$ cat config.mk
export PLATFORM = sky130hd
export DESIGN_NAME = base64_line_encoder_core
export DESIGN_NICKNAME = d
export VERILOG_FILES = /design/src/sv/b64le_pkg.sv /design/src/sv/b64le_front.sv /design/src/sv/b64le_queue.sv /design/src/sv/b64le_back.sv /design/src/sv/base64_line_encoder_core.sv
export SDC_FILE = /design/constraint.sdc
export NUM_CORES = 1
export LEC_CHECK = 0
export BUFFER_PORTS_ARGS = -buffer_cell sky130_fd_sc_hd__buf_2
export CAP_MARGIN = 20
export CORE_ASPECT_RATIO = 1.75
export CORE_MARGIN = 2
export CORE_UTILIZATION = 53
export DETAILED_ROUTE_END_ITERATION = 12
export PLACE_DENSITY = 0.78
export SLEW_MARGIN = 20
export SYNTH_ARGS = -nofsm -noshare
export SYNTH_HDL_FRONTEND = slang
export SYNTH_SLANG_ARGS = --single-unit
$ cat constraint.sdc
create_clock -name i_clk -period 9.7 [get_ports i_clk]
set_input_delay 1.455 -clock i_clk [delete_from_list [all_inputs] [get_ports i_clk]]
set_output_delay 1.455 -clock i_clk [all_outputs]
set_load 0.005 [all_outputs]
$ cat src/sv/b64le_pkg.sv
`timescale 1ns / 1ps

package b64le_pkg;

    localparam int LINE_CHARS_DEF  = 76;
    localparam int QUEUE_DEPTH_DEF = 2;
    localparam int MAX_CHARS       = 6;

    localparam logic [7:0] CHAR_PAD = 8'h3D;  // '='
    localparam logic [7:0] CHAR_CR  = 8'h0D;
    localparam logic [7:0] CHAR_LF  = 8'h0A;

    // One encoded run: the characters caused by one input byte.
    typedef struct packed {
        logic [MAX_CHARS-1:0][7:0] chars;
        logic [2:0]                last_idx;
        logic                      fin;
    } t_job;

    typedef struct packed {
        logic full;
        logic empty;
    } t_qstat;

    typedef struct packed {
        logic busy;
        logic last;
    } t_bstat;

    // Standard base64 alphabet.
    function automatic logic [7:0] b64_sym(input logic [5:0] v);
        logic [7:0] w;
        logic [7:0] r;
        w = {2'b00, v};
        if (v < 6'd26) begin
            r = 8'h41 + w;
        end else if (v < 6'd52) begin
            r = 8'h61 + w - 8'd26;
        end else if (v < 6'd62) begin
            r = 8'h30 + w - 8'd52;
        end else if (v == 6'd62) begin
            r = 8'h2B;
        end else begin
            r = 8'h2F;
        end
        return r;
    endfunction

endpackage

$ cat src/sv/b64le_front.sv
`timescale 1ns / 1ps

module b64le_front #(
    parameter int LINE_CHARS = b64le_pkg::LINE_CHARS_DEF
) (
    input  logic              i_clk,
    input  logic              i_rst_n,
    input  logic              i_valid,
    output logic              o_ready,
    input  logic [7:0]        i_data_byte,
    input  logic              i_final_byte,
    input  b64le_pkg::t_qstat i_qstat,
    output logic              o_push,
    output b64le_pkg::t_job   o_job
);
    import b64le_pkg::*;

    localparam int GPL_RAW = LINE_CHARS / 4;
    localparam int GPL     = (GPL_RAW == 0) ? 1 : GPL_RAW;
    localparam logic [5:0] GPL_W = 6'(GPL);

    logic [7:0] r_pend0, r_pend1;
    logic [1:0] r_phase, n_phase;
    logic [4:0] r_groups, n_groups;

    logic       accept;
    logic [5:0] g_next;
    logic       wrap;

    assign o_ready = !i_qstat.full;
    assign accept  = i_valid && o_ready;
    assign g_next  = {1'b0, r_groups} + 6'd1;
    assign wrap    = (g_next >= GPL_W);

    always_comb begin
        o_job          = '0;
        o_push         = 1'b0;
        n_phase        = r_phase;
        n_groups       = r_groups;
        o_job.fin      = i_final_byte;
        o_job.last_idx = 3'd3;
        case (r_phase)
            2'd1: begin
                o_job.chars[0] = b64_sym(r_pend0[7:2]);
                o_job.chars[1] = b64_sym({r_pend0[1:0], i_data_byte[7:4]});
                o_job.chars[2] = b64_sym({i_data_byte[3:0], 2'b00});
                o_job.chars[3] = CHAR_PAD;
                o_push         = accept && i_final_byte;
                n_phase        = 2'd2;
            end
            2'd2: begin
                o_job.chars[0] = b64_sym(r_pend0[7:2]);
                o_job.chars[1] = b64_sym({r_pend0[1:0], r_pend1[7:4]});
                o_job.chars[2] = b64_sym({r_pend1[3:0], i_data_byte[7:6]});
                o_job.chars[3] = b64_sym(i_data_byte[5:0]);
                o_job.chars[4] = CHAR_CR;
                o_job.chars[5] = CHAR_LF;
                o_job.last_idx = wrap ? 3'd5 : 3'd3;
                o_push         = accept;
                n_phase        = 2'd0;
                n_groups       = wrap ? 5'd0 : g_next[4:0];
            end
            default: begin
                // phase 0 (and the unused code 3)
                o_job.chars[0] = b64_sym(i_data_byte[7:2]);
                o_job.chars[1] = b64_sym({i_data_byte[1:0], 4'b0000});
                o_job.chars[2] = CHAR_PAD;
                o_job.chars[3] = CHAR_PAD;
                o_push         = accept && i_final_byte;
                n_phase        = 2'd1;
            end
        endcase
        if (i_final_byte) begin
            n_phase  = 2'd0;
            n_groups = 5'd0;
        end
    end

    always_ff @(posedge i_clk) begin
        if (!i_rst_n) begin
            r_phase  <= 2'd0;
            r_groups <= 5'd0;
        end else if (accept) begin
            r_phase  <= n_phase;
            r_groups <= n_groups;
        end
    end

    always_ff @(posedge i_clk) begin
        if (accept) begin
            if (r_phase == 2'd1) begin
                r_pend1 <= i_data_byte;
            end else if (r_phase != 2'd2) begin
                r_pend0 <= i_data_byte;
            end
        end
    end

endmodule

$ cat src/sv/b64le_queue.sv
`timescale 1ns / 1ps

module b64le_queue #(
    parameter int DEPTH = b64le_pkg::QUEUE_DEPTH_DEF
) (
    input  logic              i_clk,
    input  logic              i_rst_n,
    input  logic              i_push,
    input  b64le_pkg::t_job   i_job,
    input  logic              i_pop,
    output b64le_pkg::t_job   o_job,
    output b64le_pkg::t_qstat o_stat
);
    import b64le_pkg::*;

    localparam int PW = (DEPTH > 1) ? $clog2(DEPTH) : 1;
    localparam int CW = $clog2(DEPTH + 1);
    localparam logic [PW-1:0] LAST_PTR = PW'(DEPTH - 1);
    localparam logic [CW-1:0] FULL_CNT = CW'(DEPTH);

    t_job          r_mem [DEPTH];
    logic [PW-1:0] r_wptr, r_rptr;
    logic [CW-1:0] r_cnt;
    logic          do_push, do_pop;

    assign o_stat.full  = (r_cnt == FULL_CNT);
    assign o_stat.empty = (r_cnt == '0);
    assign do_push      = i_push && !o_stat.full;
    assign do_pop       = i_pop && !o_stat.empty;
    assign o_job        = r_mem[r_rptr];

    always_ff @(posedge i_clk) begin
        if (!i_rst_n) begin
            r_wptr <= '0;
            r_rptr <= '0;
            r_cnt  <= '0;
        end else begin
            if (do_push) begin
                r_wptr <= (r_wptr == LAST_PTR) ? '0 : r_wptr + PW'(1);
            end
            if (do_pop) begin
                r_rptr <= (r_rptr == LAST_PTR) ? '0 : r_rptr + PW'(1);
            end
            if (do_push && !do_pop) begin
                r_cnt <= r_cnt + CW'(1);
            end else if (do_pop && !do_push) begin
                r_cnt <= r_cnt - CW'(1);
            end
        end
    end

    always_ff @(posedge i_clk) begin
        if (do_push) begin
            r_mem[r_wptr] <= i_job;
        end
    end

endmodule

$ cat src/sv/b64le_back.sv
`timescale 1ns / 1ps

module b64le_back (
    input  logic              i_clk,
    input  logic              i_rst_n,
    input  b64le_pkg::t_job   i_job,
    input  b64le_pkg::t_qstat i_qstat,
    output logic              o_pop,
    output b64le_pkg::t_bstat o_stat,
    output logic              o_valid,
    input  logic              i_ready,
    output logic [7:0]        o_out_char,
    output logic              o_run_end,
    output logic              o_message_end
);
    import b64le_pkg::*;

    t_job       r_job;
    logic [2:0] r_idx;
    logic       r_busy;
    logic       r_ovalid;
    logic [7:0] r_char;
    logic       r_run_end, r_msg_end;

    logic can_load, take, last;

    assign can_load = !r_ovalid || i_ready;
    assign take     = r_busy && can_load;
    assign last     = (r_idx == r_job.last_idx);
    // next run is fetched as the current one hands over its last character
    assign o_pop    = !i_qstat.empty && (!r_busy || (take && last));

    assign o_stat.busy = r_busy;
    assign o_stat.last = last;

    always_ff @(posedge i_clk) begin
        if (!i_rst_n) begin
            r_busy   <= 1'b0;
            r_ovalid <= 1'b0;
        end else begin
            if (o_pop) begin
                r_busy <= 1'b1;
            end else if (take && last) begin
                r_busy <= 1'b0;
            end
            if (take) begin
                r_ovalid <= 1'b1;
            end else if (i_ready) begin
                r_ovalid <= 1'b0;
            end
        end
    end

    always_ff @(posedge i_clk) begin
        if (o_pop) begin
            r_job <= i_job;
            r_idx <= 3'd0;
        end else if (take) begin
            r_idx <= r_idx + 3'd1;
        end
        if (take) begin
            r_char    <= r_job.chars[r_idx];
            r_run_end <= last;
            r_msg_end <= last && r_job.fin;
        end
    end

    assign o_valid       = r_ovalid;
    assign o_out_char    = r_char;
    assign o_run_end     = r_run_end;
    assign o_message_end = r_msg_end;

endmodule

$ cat src/sv/base64_line_encoder_core.sv
`timescale 1ns / 1ps
// base64 encoder with MIME line wrapping.
// Input channel (i_valid/o_ready): one message byte per request, with
// i_final_byte set on the last byte. Output channel (o_valid/i_ready): one
// character per request - base64 symbol, '=', CR or LF. o_run_end marks the
// last character caused by an input byte, o_message_end the last character
// of the message. CR LF follows every LINE_CHARS/4 groups.
// Once the byte that completes a run is accepted, the run passes through the
// run queue and the back end's run register to the output register. A byte
// that leaves its group open gives no output and is taken while the queue has room.
// Throughput: one character per cycle while the receiver is ready, set by the
// single output register. A byte is accepted every cycle while the run queue
// (QUEUE_DEPTH runs of up to six characters) has room; over a long message
// the character output then sets the byte rate.
// Reset clears the group position, the line count and all valid flags.
// When the receiver stalls, the output register holds its character, the
// queue fills, and o_ready falls once the queue is full.
module base64_line_encoder_core #(
    parameter int LINE_CHARS  = b64le_pkg::LINE_CHARS_DEF,
    parameter int QUEUE_DEPTH = b64le_pkg::QUEUE_DEPTH_DEF
) (
    input  logic       i_clk,
    input  logic       i_rst_n,
    input  logic       i_valid,
    output logic       o_ready,
    input  logic [7:0] i_data_byte,
    input  logic       i_final_byte,
    output logic       o_valid,
    input  logic       i_ready,
    output logic [7:0] o_out_char,
    output logic       o_run_end,
    output logic       o_message_end
);
    import b64le_pkg::*;

    t_job   w_push_job, w_pop_job;
    t_qstat w_qstat;
    t_bstat w_bstat;
    logic   w_push, w_pop;

    // front: group assembly, line counting, run building
    b64le_front #(
        .LINE_CHARS(LINE_CHARS)
    ) u_front (
        .i_clk       (i_clk),
        .i_rst_n     (i_rst_n),
        .i_valid     (i_valid),
        .o_ready     (o_ready),
        .i_data_byte (i_data_byte),
        .i_final_byte(i_final_byte),
        .i_qstat     (w_qstat),
        .o_push      (w_push),
        .o_job       (w_push_job)
    );

    // run queue decouples byte intake from character output
    b64le_queue #(
        .DEPTH(QUEUE_DEPTH)
    ) u_queue (
        .i_clk  (i_clk),
        .i_rst_n(i_rst_n),
        .i_push (w_push),
        .i_job  (w_push_job),
        .i_pop  (w_pop),
        .o_job  (w_pop_job),
        .o_stat (w_qstat)
    );

    // back: serializes each run, one character per cycle while the receiver is ready
    b64le_back u_back (
        .i_clk        (i_clk),
        .i_rst_n      (i_rst_n),
        .i_job        (w_pop_job),
        .i_qstat      (w_qstat),
        .o_pop        (w_pop),
        .o_stat       (w_bstat),
        .o_valid      (o_valid),
        .i_ready      (i_ready),
        .o_out_char   (o_out_char),
        .o_run_end    (o_run_end),
        .o_message_end(o_message_end)
    );

`ifndef SYNTHESIS
    // message end always closes a run
    a_msg_end_run_end: assert property (@(posedge i_clk) disable iff (!i_rst_n)
        o_valid |-> (!o_message_end || o_run_end))
        else $error("message_end without run_end");

    // a final byte always leaves a run queued or in the back end
    a_final_run_held: assert property (@(posedge i_clk) disable iff (!i_rst_n)
        (i_valid && o_ready && i_final_byte) |=> (w_bstat.busy || !w_qstat.empty))
        else $error("final byte produced no run");

    // the back end never fetches a run while still mid-run
    a_pop_at_boundary: assert property (@(posedge i_clk) disable iff (!i_rst_n)
        w_pop |-> (!w_bstat.busy || w_bstat.last))
        else $error("run fetched before current run ended");
`endif

endmodule
-- After elaboration in Yosys (flattened, before gate mapping)
Memories as Yosys holds them, arrays and structs flattened. A register that Yosys moved wholly into a read port is not among the register bits.
Cells that the tools add are included.
- memories: 1
- bits of input ports: 13
- RAM bits: 96
- register bits after elaboration: 50
- equality and inequality tests: 11
- add/subtract/negate cells: 46
- reductions and logical operators: 26
- bitwise operators: 1
- mux-type cells: 52
- magnitude comparators: 26
- memory list (name ; depth ; bits a word ; read ports ; clocked after memory_dff ; write ports ; line ; source):
    u_queue.r_mem ; 2 ; 48 ; 1 ; 1 ; 1 ; b64le_queue.sv:21 ; t_job r_mem [DEPTH];
- operator list (operator ; count):
    $mux W8 ; 25
    $add A7 B6 Y8 const A ; 16
    $lt A6 B6 Y1 const B ; 16
    $pmux W32 S2 ; 1
    $sub A8 B5 Y8 const B ; 8
    $sub A8 B6 Y8 const B ; 8
    $add A6 B6 Y7 const A ; 8
    $lt A6 B5 Y1 const B ; 8
    $eq A6 B6 Y1 const B ; 6
    $bmux W8 S3 ; 1
    $mux W3 ; 8
    $mux W5 ; 3
    $mux W12 ; 1
    $logic_and A1 B1 Y1 ; 10
    $mux W1 ; 9
    $reduce_bool A2 Y1 ; 4
    $add A5 B1 Y6 const B ; 1
    $ge A6 B5 Y1 const B ; 1
    $logic_not A1 Y1 ; 6
    $mux W2 ; 3
    $eq A2 B2 Y1 const B ; 2
    $lt A3 B4 Y1 const B ; 1
    $pmux W2 S2 ; 1
    $reduce_and A2 Y1 ; 2
    other kinds (11) ; 13

-- Longest topological paths before layout
Gate-level depths: netlist of the first run.
- depth after elaboration: 10
- depth in mapped cells: 10
- gate-level depth less buffers: 9

-- Hierarchy
A second synthesis of the first run with hierarchy kept.
- cells, all modules: 852
- area total of the unflattened synthesis: 10418.7 um^2
- modules (own cells, without submodules) (module ; sequential area each (um^2) ; instances ; area an instance (um^2) ; cells each):
    b64le_queue ; 3223.1 ; 1 ; 3985.1 ; 187
    b64le_front ; 620.6 ; 1 ; 3821.2 ; 530
    b64le_back ; 1961.9 ; 1 ; 2612.5 ; 135

-- Least setup slack after synthesis of the first run
No wires, ideal clock.
- kind: input to register
- start point: input i_ready
- end point: register u_queue.r_cnt[1]
- slack: 5.784 ns
- stages: 7
- arrival: 3.844 ns
- path buffers: 0
- cells stage by stage: nand2b_1 > nand4_1 > a21oi_2 > inv_1 > ha_1 > or3_1 > a21oi_1
- longest elaborated chain between the ends: 9
- elaborated cells between the ends (all ways): 11
- those cells by class: mux: 1; reduce/logical: 10
- RTL lines (what ; line ; source):
    from (decl) ; base64_line_encoder_core.sv:29 ; input logic i_ready,
    $logic_or A1 B1 Y1 * ; b64le_back.sv:27 ; assign can_load = !r_ovalid || i_ready;
    $logic_and A1 B1 Y1 * ; b64le_back.sv:28 ; assign take = r_busy && can_load;
    $logic_and A1 B1 Y1 * ; b64le_back.sv:31 ; assign o_pop = !i_qstat.empty && (!r_busy || (take && last));
    $logic_or A1 B1 Y1 * ; b64le_back.sv:31 ;
    $logic_and A1 B1 Y1 * ; b64le_back.sv:31 ;
    named net u_back.o_pop ; b64le_back.sv:8 ; output logic o_pop,
    $logic_and A1 B1 Y1 * ; b64le_queue.sv:29 ; assign do_pop = i_pop && !o_stat.empty;
    $logic_not A1 Y1 ; b64le_queue.sv:44 ; if (do_push && !do_pop) begin
    $logic_and A1 B1 Y1 ; b64le_queue.sv:44 ;
    $mux W2 or $reduce_bool A2 Y1 (tied branches) ; n/a ;
    to (signal assigned) ; b64le_queue.sv:45 ; r_cnt <= r_cnt + CW'(1);
    to (signal assigned) ; b64le_queue.sv:47 ; r_cnt <= r_cnt - CW'(1);
    to (decl) ; b64le_queue.sv:23 ; logic [CW-1:0] r_cnt;
Mark *: on every way through the listed nets, which the timed path passes. The rest lies on a longest branch.
A chain may end at the register's enable or synchronous reset.

==> impl_metrics.yaml, run 1 <==
status:
  status: "completed"
place:
  port_buffers: 24
  gp_congestion: 0.946
  hpwl_mm: 14.4
  place_ws_ps: 5840
  place_area_um2: 9150
setup_path:
  worstPathRequired_ps: 9860
  cp_max_fo: 18
  end_kind: "register"
  path_class: "input port to register"
  cpPeakStageDelay_ps: 660
  crit_slowest_cell: "ha_1"
  crit_chain: "buf_2, ha_1, nand2b_1, a21oi_1, a221o_1, o21ai_0, a32o_1"
  worstPathArrival_ps: 3660
  start_kind: "input port"
drt:
  routed_wl_mm: 20.5
  via_count: 6502
  post_drt_via_cell_ratio: 6.19
  wire_per_inst_um: 19.5
  ant_nets: 0
  drt_iter0_markers: 455
  firstDrtPassIters: 5
  route.detailed.drc: 0
grt:
  grt-ovfl-total: 0
  first_global_vias: 6311
  track_usage: 0.236
  grt_pass1_wl_mm: 32.6
  grt_max_degree: 41
  antenna_found_initial: 0
sta:
  finalCritPeriodShare: 0.361
  drv_slew: 0
  setup_tns_ps: 0
  final-hold-violation-count: 0
  worstMarginPinSlew_ps: 1160
  rsz0062_at_grt: "no"
  fmax_mhz: 286
  setup_viol: 0
  fin_ws_ps: 6200
  skew_ps: 17.7
  relSlewSlack: 0.224
  min_period_ps: 3500
logic_synthesis:
  synth_ff_type: "edfxtp_1"
  synthCells: 808
  netlist_area_um2: 8900
  yosysSeqAreaShare: 0.488
  async_reset_ff_frac: 0
  syn_nets: 875
  synth-edff-count: 134
  yosysWarnings: 0
  avgSynthCellArea_um2: 11.0
  yosysUniqueCellTypes: 70
  ys_seq_elements: 150
cts:
  cts_tree: "built"
  ctsHoldBuffers: 0
  htree_levels: 4
  cts_setup_buffers: 0
  cts_inserted_buffers: 17
  clock_latency_ps: 410
  cts_buffer_depth: 2
  cts_resized: 0
  cts_root_buf: "clkbuf_16"
  cts.reportedPaths.clkPinSlew_ps: 60
  clock_sinks: 150
pwr:
  power_per_cell_area_nw_per_um2: 221
  power.leakage_nw: 3.45
  ir_worst_vdd_uv: 124
final_layout:
  fin_nets: 881
  fin_area_um2: 9770
  syn2layout_area_growth_pct: 9.79
  n_antenna_cell: 0
  final_cell_mix: "134 x edfxtp_1, 63 x a21oi_1, 54 x ha_1"
  layout_commonest_cell: "edfxtp_1"
  drive_gt1_frac: 0.144
floorplan:
  die-area_um2: 17900
  die_w_um: 102
  start_util: 0.541
  rows: 62
  top_level_ports: 25
  core-area_um2: 16400
  die_h_um: 175
run:
  maxCapViolCount: 0
hold_path:
  hold_class: "register to register"
## cell type report
class / count / area (um^2)
Sequential cell: 150 / 4340
Inverter: 42 / 158
Timing Repair Buffer: 30 / 178
Tap cell: 224 / 280
Clock buffer: 18 / 429
Fill cell: 1367 / 6680
Clock inverter: 14 / 171
Multi-Input combinational cell: 573 / 4210
## where the power goes
part           switching (W)  internal, W  total, W  leakage (nW)
sequential         0.0000759     0.000876  0.000952          1.35
combinational       0.000308     0.000228  0.000537          1.82
clock               0.000263     0.000406  0.000670         0.279
## sequential cells by signal, summed over array words and instances, names as in the netlist, 2 cells and up
name               cells
u_back.o_out_char      8
u_back.r_idx           3
u_back.r_job          36
u_front.r_groups       5
u_front.r_pend0        8
u_front.r_pend1        8
u_front.r_phase        2
u_queue.r_cnt          2
u_queue.r_mem         72
## cells by family (layout without fill, tap and decap cells)
kind of cell,after synthesis,after routing,synth area share
multiplexers,53,53,0.0735
AND/OR/NAND/NOR,203,203,0.114
buffers and inverters,85,104,0.0413
XOR/XNOR,40,40,0.0394
AO/OA/AOI/OAI,223,223,0.167
adder cells (fa/ha/maj),54,54,0.0759
flip-flops,150,150,0.488
## Yosys cell counts, drive strengths merged, types with 4 or more instances
master	count	area [um^2]
o21bai	4	30.0
clkbuf	15	56.3
and3	5	31.3
nand2	49	184
a21oi	67	350
o2bb2ai	5	43.8
buf	28	154
o32ai	4	35.0
a31oi	9	56.3
mux4	6	135
nor3b	4	30.0
nor3	22	110
nand3	33	165
o31ai	8	60.1
a211oi	9	67.6
o21ai	43	215
nor2	33	124
ha	54	676
nor2b	9	56.3
a21o	15	113
nand4	9	56.3
a221oi	5	43.8
inv	40	150
dfxtp	16	320
edfxtp	134	4020
o311ai	11	96.3
nand2b	14	87.6
mux2i	8	80.1
o2111ai	5	43.8
xnor2	30	263
or2	4	27.5
mux2	39	439
and2	7	43.8
o211ai	5	37.5
or3	7	43.8
xor2	10	87.6
## per-layer routing
| layer | wire length [um] | global-route usage | vias up | part of all wire |
|---|---|---|---|---|
| met1 | 8020 | 0.281 | 3101 | 0.39 |
| met5 | 0 | 0 | - | 0 |
| met3 | 893 | 0.0334 | 50 | 0.044 |
| li1 | - | - | 3080 | - |
| met2 | 10900 | 0.417 | 271 | 0.53 |
| met4 | 736 | 0.0989 | 0 | 0.036 |
## worst max-delay path, delay by kind of cell
family,cells,cell delay [ps]
AO/OA/AOI/OAI,4,900
buffers and inverters,1,340
adder cells (fa/ha/maj),1,660
AND/OR/NAND/NOR,1,280
## path summary, 6_finish.rpt
kind / start / endpoint / slack (ps) / cells after the start
worst min register to register: u_front.r_phase[0] / u_front.r_phase[0] / 500 / 2
worst max register to register: u_front.r_pend0[0] / u_queue.r_mem[1][14] / 6860 / 5
worst max-delay path: i_data_byte[7] / u_queue.r_mem[0][7] / 6200 / 7
worst min-delay path: u_front.r_phase[0] / u_front.r_phase[0] / 500 / 2
## per-stage QoR
step	total power, W	hold WS [ps]	cells	utilization
2_1_floorplan	0.00135	466	808	-
3_3_place_gp	0.00148	482	1018	0.556
3_5_place_dp	0.00149	495	1018	0.556
4_1_cts	0.00216	510	1050	0.593
5_1_grt	0.00226	535	1051	0.594
6_report	0.00216	503	1051	0.594
No activity file was read; power rests on OpenSTA's default activity.
==> run 2: changes to the inputs <==
Settings changed: PLACE_DENSITY 0.78 to 0.81.
Clock period 9.7 ns to 3 ns, I/O delays scaled along.
==> impl_metrics.yaml, run 2 (synthesized netlist as in run 1, its figures left out) <==
cts:
  cts_buffer_depth: 2
  cts_setup_buffers: 0
  ctsHoldBuffers: 0
  htree_levels: 4
  cts_inserted_buffers: 17
  clock_latency_ps: 420
  cts_tree: "built"
  cts_resized: 0
  cts.reportedPaths.clkPinSlew_ps: 70
  clock_sinks: 150
  cts_root_buf: "clkbuf_16"
place:
  hpwl_mm: 15.8
  gp_congestion: 0.987
  place_area_um2: 9310
  port_buffers: 24
sta:
  drv_slew: 0
  final-hold-violation-count: 0
  skew_ps: 10.8
  min_period_ps: 2520
  setup_viol: 0
  finalCritPeriodShare: 0.839
  hold_ws_ps: 316
  worstMarginPinSlew_ps: 721
  setup_tns_ps: 0
  relSlewSlack: 0.513
  fmax_mhz: 397
  rsz0062_at_grt: "no"
final_layout:
  layout_commonest_cell: "edfxtp_1"
  fill_cells: 1382
  n_antenna_cell: 0
  final_cell_mix: "134 x edfxtp_1, 63 x a21oi_1, 54 x ha_1"
  fin_nets: 901
  largest-register: "u_queue.r_mem"
  seqCellArea_um2: 4340
  fin_area_um2: 9870
  largest_register_ffs: 72
  syn2layout_area_growth_pct: 10.9
  drive_gt1_frac: 0.168
  biggestRegsByFlops: "u_queue.r_mem (72), u_back.r_job (36)"
  multi_input_area_um2: 4210
grt:
  grt_max_degree: 41
  antenna_found_initial: 0
  first_global_vias: 6463
  grt-ovfl-total: 0
  grt_pass1_wl_mm: 33.4
  track_usage: 0.247
run:
  maxCapViolCount: 0
drt:
  firstDrtPassIters: 4
  wire_per_inst_um: 19.9
  post_drt_via_cell_ratio: 6.11
  ant_nets: 0
  via_count: 6549
  drt_iter0_markers: 513
  route.detailed.drc: 0
  routed_wl_mm: 21.3
setup_path:
  end_kind: "register"
  worstPathArrival_ps: 2790
  path_class: "register to register"
  worstPathRequired_ps: 3280
  cp_max_fo: 9
  start_kind: "register"
floorplan:
  core-area_um2: 16400
  rows: 62
  die_h_um: 175
  top_level_ports: 25
  die_w_um: 102
  die-area_um2: 17900
  start_util: 0.541
pwr:
  ir_worst_vdd_uv: 509
  power_per_cell_area_nw_per_um2: 698
  power.leakage_nw: 3.54
  power_w: 0.00689
hold_path:
  hold_class: "input port to register"
status:
  status: "completed"
==> run 2: layer usage <==
| metal | GRT usage | vias to the layer above | part of all wire |
|---|---|---|---|
| met4 | 0.130 | 0 | 0.051 |
| met1 | 0.273 | 3149 | 0.37 |
| met2 | 0.444 | 220 | 0.54 |
| met5 | 0 | - | 0 |
| met3 | 0.0370 | 59 | 0.040 |
| li1 | - | 3121 | - |
==> run 2: metrics by stage <==
step / setup slack (ps) / util / std cells
detailed placement: 366 / 0.566 / 1039
global placement: 434 / 0.566 / 1039
global route: 388 / 0.600 / 1071
finish: 482 / 0.600 / 1071
CTS: 519 / 0.600 / 1071
floorplan: 21.2 / - / 808
==> run 2: power by group <==
part	internal, W	switching, W	leakage (nW)
registers	0.00283	0.000201	1.35
clock network	0.00109	0.000912	0.276
logic	0.000771	0.00108	1.92
==> run 2: area by class of cell <==
class / instances / area share
flip-flops and latches: 150 / 0.440
multi-input cells: 573 / 0.427
clock buffers: 17 / 0.0431
repair buffers: 50 / 0.0320
well taps: 224 / 0.0284
inverters: 42 / 0.0160
clock inverters: 15 / 0.0137
==> run 2: final timing paths <==
| check | from | to | cells past startpoint | slack (ps) |
|---|---|---|---|---|
| worst max-delay path | u_front.r_pend0[5] | u_queue.r_mem[1][10] | 6 | 480 |
| worst min-delay path | i_rst_n | u_front.r_groups[0] | 3 | 320 |
| worst max register to register | u_front.r_pend0[5] | u_queue.r_mem[1][10] | 6 | 480 |
| worst min register to register | u_front.r_phase[0] | u_front.r_phase[0] | 2 | 500 |
==> run 2: worst max-delay path: stages, from the launching register on <==
cell and delay (ps):
edfxtp_1 540, ha_1 280, a21o_1 220, a21oi_1 490, a221oi_1 90, o21ai_0 490, a22o_1 260
==> run 3: changes to the inputs <==
Settings changed: PLACE_DENSITY 0.81 to 0.78.
Clock period 3 ns to 2.4 ns, I/O delays scaled along.
==> impl_metrics.yaml, run 3 (synthesized netlist as in run 1, its figures left out) <==
status:
  status: "completed"
cts:
  cts.reportedPaths.clkPinSlew_ps: 70
  cts_root_buf: "clkbuf_16"
  ctsHoldBuffers: 0
  clock_sinks: 150
  cts_setup_buffers: 0
  cts_inserted_buffers: 17
  cts_tree: "built"
  cts_buffer_depth: 2
  clock_latency_ps: 420
  htree_levels: 4
drt:
  wire_per_inst_um: 19.3
  ant_nets: 0
  firstDrtPassIters: 5
  routed.top_layer: "met4"
  dr_wl_met3_mm: 1.02
  wl_met2_mm: 11.6
  drt_iter0_markers: 528
  met1_length_mm: 7.93
  routed_wl_mm: 21.5
  via_count: 6787
  route.detailed.drc: 0
  post_drt_via_cell_ratio: 6.10
grt:
  grt-ovfl-total: 0
  first_global_vias: 6569
  grt_pass1_wl_mm: 34.0
  antenna_found_initial: 0
  grt_max_degree: 41
  track_usage: 0.250
floorplan:
  die_h_um: 175
  core-area_um2: 16400
  die_w_um: 102
  start_util: 0.541
  top_level_ports: 25
  die-area_um2: 17900
  rows: 62
pwr:
  power_per_cell_area_nw_per_um2: 863
  power_w: 0.00884
  power.leakage_nw: 3.78
  ir_worst_vdd_uv: 567
final_layout:
  largest-register: "u_queue.r_mem"
  final_cell_mix: "134 x edfxtp_1, 66 x buf_4, 62 x a21oi_1"
  biggestRegsByFlops: "u_queue.r_mem (72), u_back.r_job (36)"
  fin_nets: 943
  fill_cells: 1276
  layout_commonest_cell: "edfxtp_1"
  n_antenna_cell: 0
  syn2layout_area_growth_pct: 15.1
  largest_register_ffs: 72
  drive_gt1_frac: 0.208
sta:
  fin_ws_ps: 114
  drv_slew: 0
  worstMarginPinSlew_ps: 575
  hold_ws_ps: 169
  finalCritPeriodShare: 0.952
  relSlewSlack: 0.617
  rsz0062_at_grt: "no"
  final-hold-violation-count: 0
  min_period_ps: 2290
  setup_viol: 0
  fmax_mhz: 438
  skew_ps: 16.9
setup_path:
  start_kind: "register"
  end_kind: "register"
  worstPathArrival_ps: 2430
  reg2reg_from: "u_front.r_pend1[1]"
  path_class: "register to register"
  worstPathRequired_ps: 2540
  cp-startpoint: "u_front.r_pend1[1]"
  cp_max_fo: 8
place:
  place_ws_ps: 4.28
  gp_congestion: 0.970
  hpwl_mm: 15.8
  port_buffers: 24
hold_path:
  hold_class: "input port to register"
  hold_start: "i_data_byte[3]"
run:
  maxCapViolCount: 0
==> run 3: cell types whose count changed in the layout (fill, tap and decap cells not counted), moves of 2 or more <==
| cell | before | now |
|---|---|---|
| buf_12 | 0 | 2 |
| buf_4 | 26 | 66 |
| bufinv_16 | 0 | 2 |
| inv_4 | 0 | 2 |
| inv_6 | 7 | 5 |
==> run 3: worst paths after layout <==
kind / cells past startpoint / end / slack (ps)
worst min-delay path: 1 / u_front.r_pend0[3] / 170
worst min register to register: 2 / u_front.r_phase[0] / 520
worst max-delay path: 6 / u_queue.r_mem[0][22] / 110
worst max register to register: 6 / u_queue.r_mem[0][22] / 110
==> run 3: timing repair <==
| item | in CTS | in global routing |
|---|---|---|
| resized for setup | 1 | 2 |
| setup endpoints to repair | 2 | 4 |
| pin swaps | 0 | 0 |
| hold endpoints to repair | 0 | 0 |
==> run 3: critical path: stages, from the launching register on <==
cell and delay, ps:
edfxtp_1 530, ha_1 300, a21o_1 190, a21o_1 270, a31oi_1 200, a2bb2oi_1 80, o21ai_0 440
==> run 3: through the flow <==
stage | setup TNS, ps | cell area, um^2 | utilization | cells
4_1_cts | 0 | 10200 | 0.623 | 1113
3_3_place_gp | 0 | 9650 | 0.587 | 1081
2_1_floorplan | -41910 | 8900 | - | 808
5_1_grt | 0 | 10200 | 0.623 | 1113
3_5_place_dp | 0 | 9650 | 0.587 | 1081
6_report | 0 | 10200 | 0.623 | 1113
==> run 3: per-layer routing <==
metal / vias to the layer above / GRT usage
met3: 65 / 0.0402
met4: 0 / 0.122
met5: - / 0
met1: 3228 / 0.281
met2: 297 / 0.447
li1: 3197 / -
==> run 3: where the power goes <==
group	internal, W	switching, W
Sequential	0.00354	0.000210
Combinational	0.00104	0.00141
Clock	0.00156	0.00108
Total	0.00614	0.00270
==> run 3: cell type report <==
class	count	area, um^2	area share
Tap cell	224	280	0.0274
Inverter	42	158	0.0154
Multi-Input combinational cell	573	4210	0.411
Clock buffer	18	429	0.0419
Sequential cell	150	4340	0.424
Clock inverter	14	161	0.0158
Timing Repair Buffer	92	656	0.0640
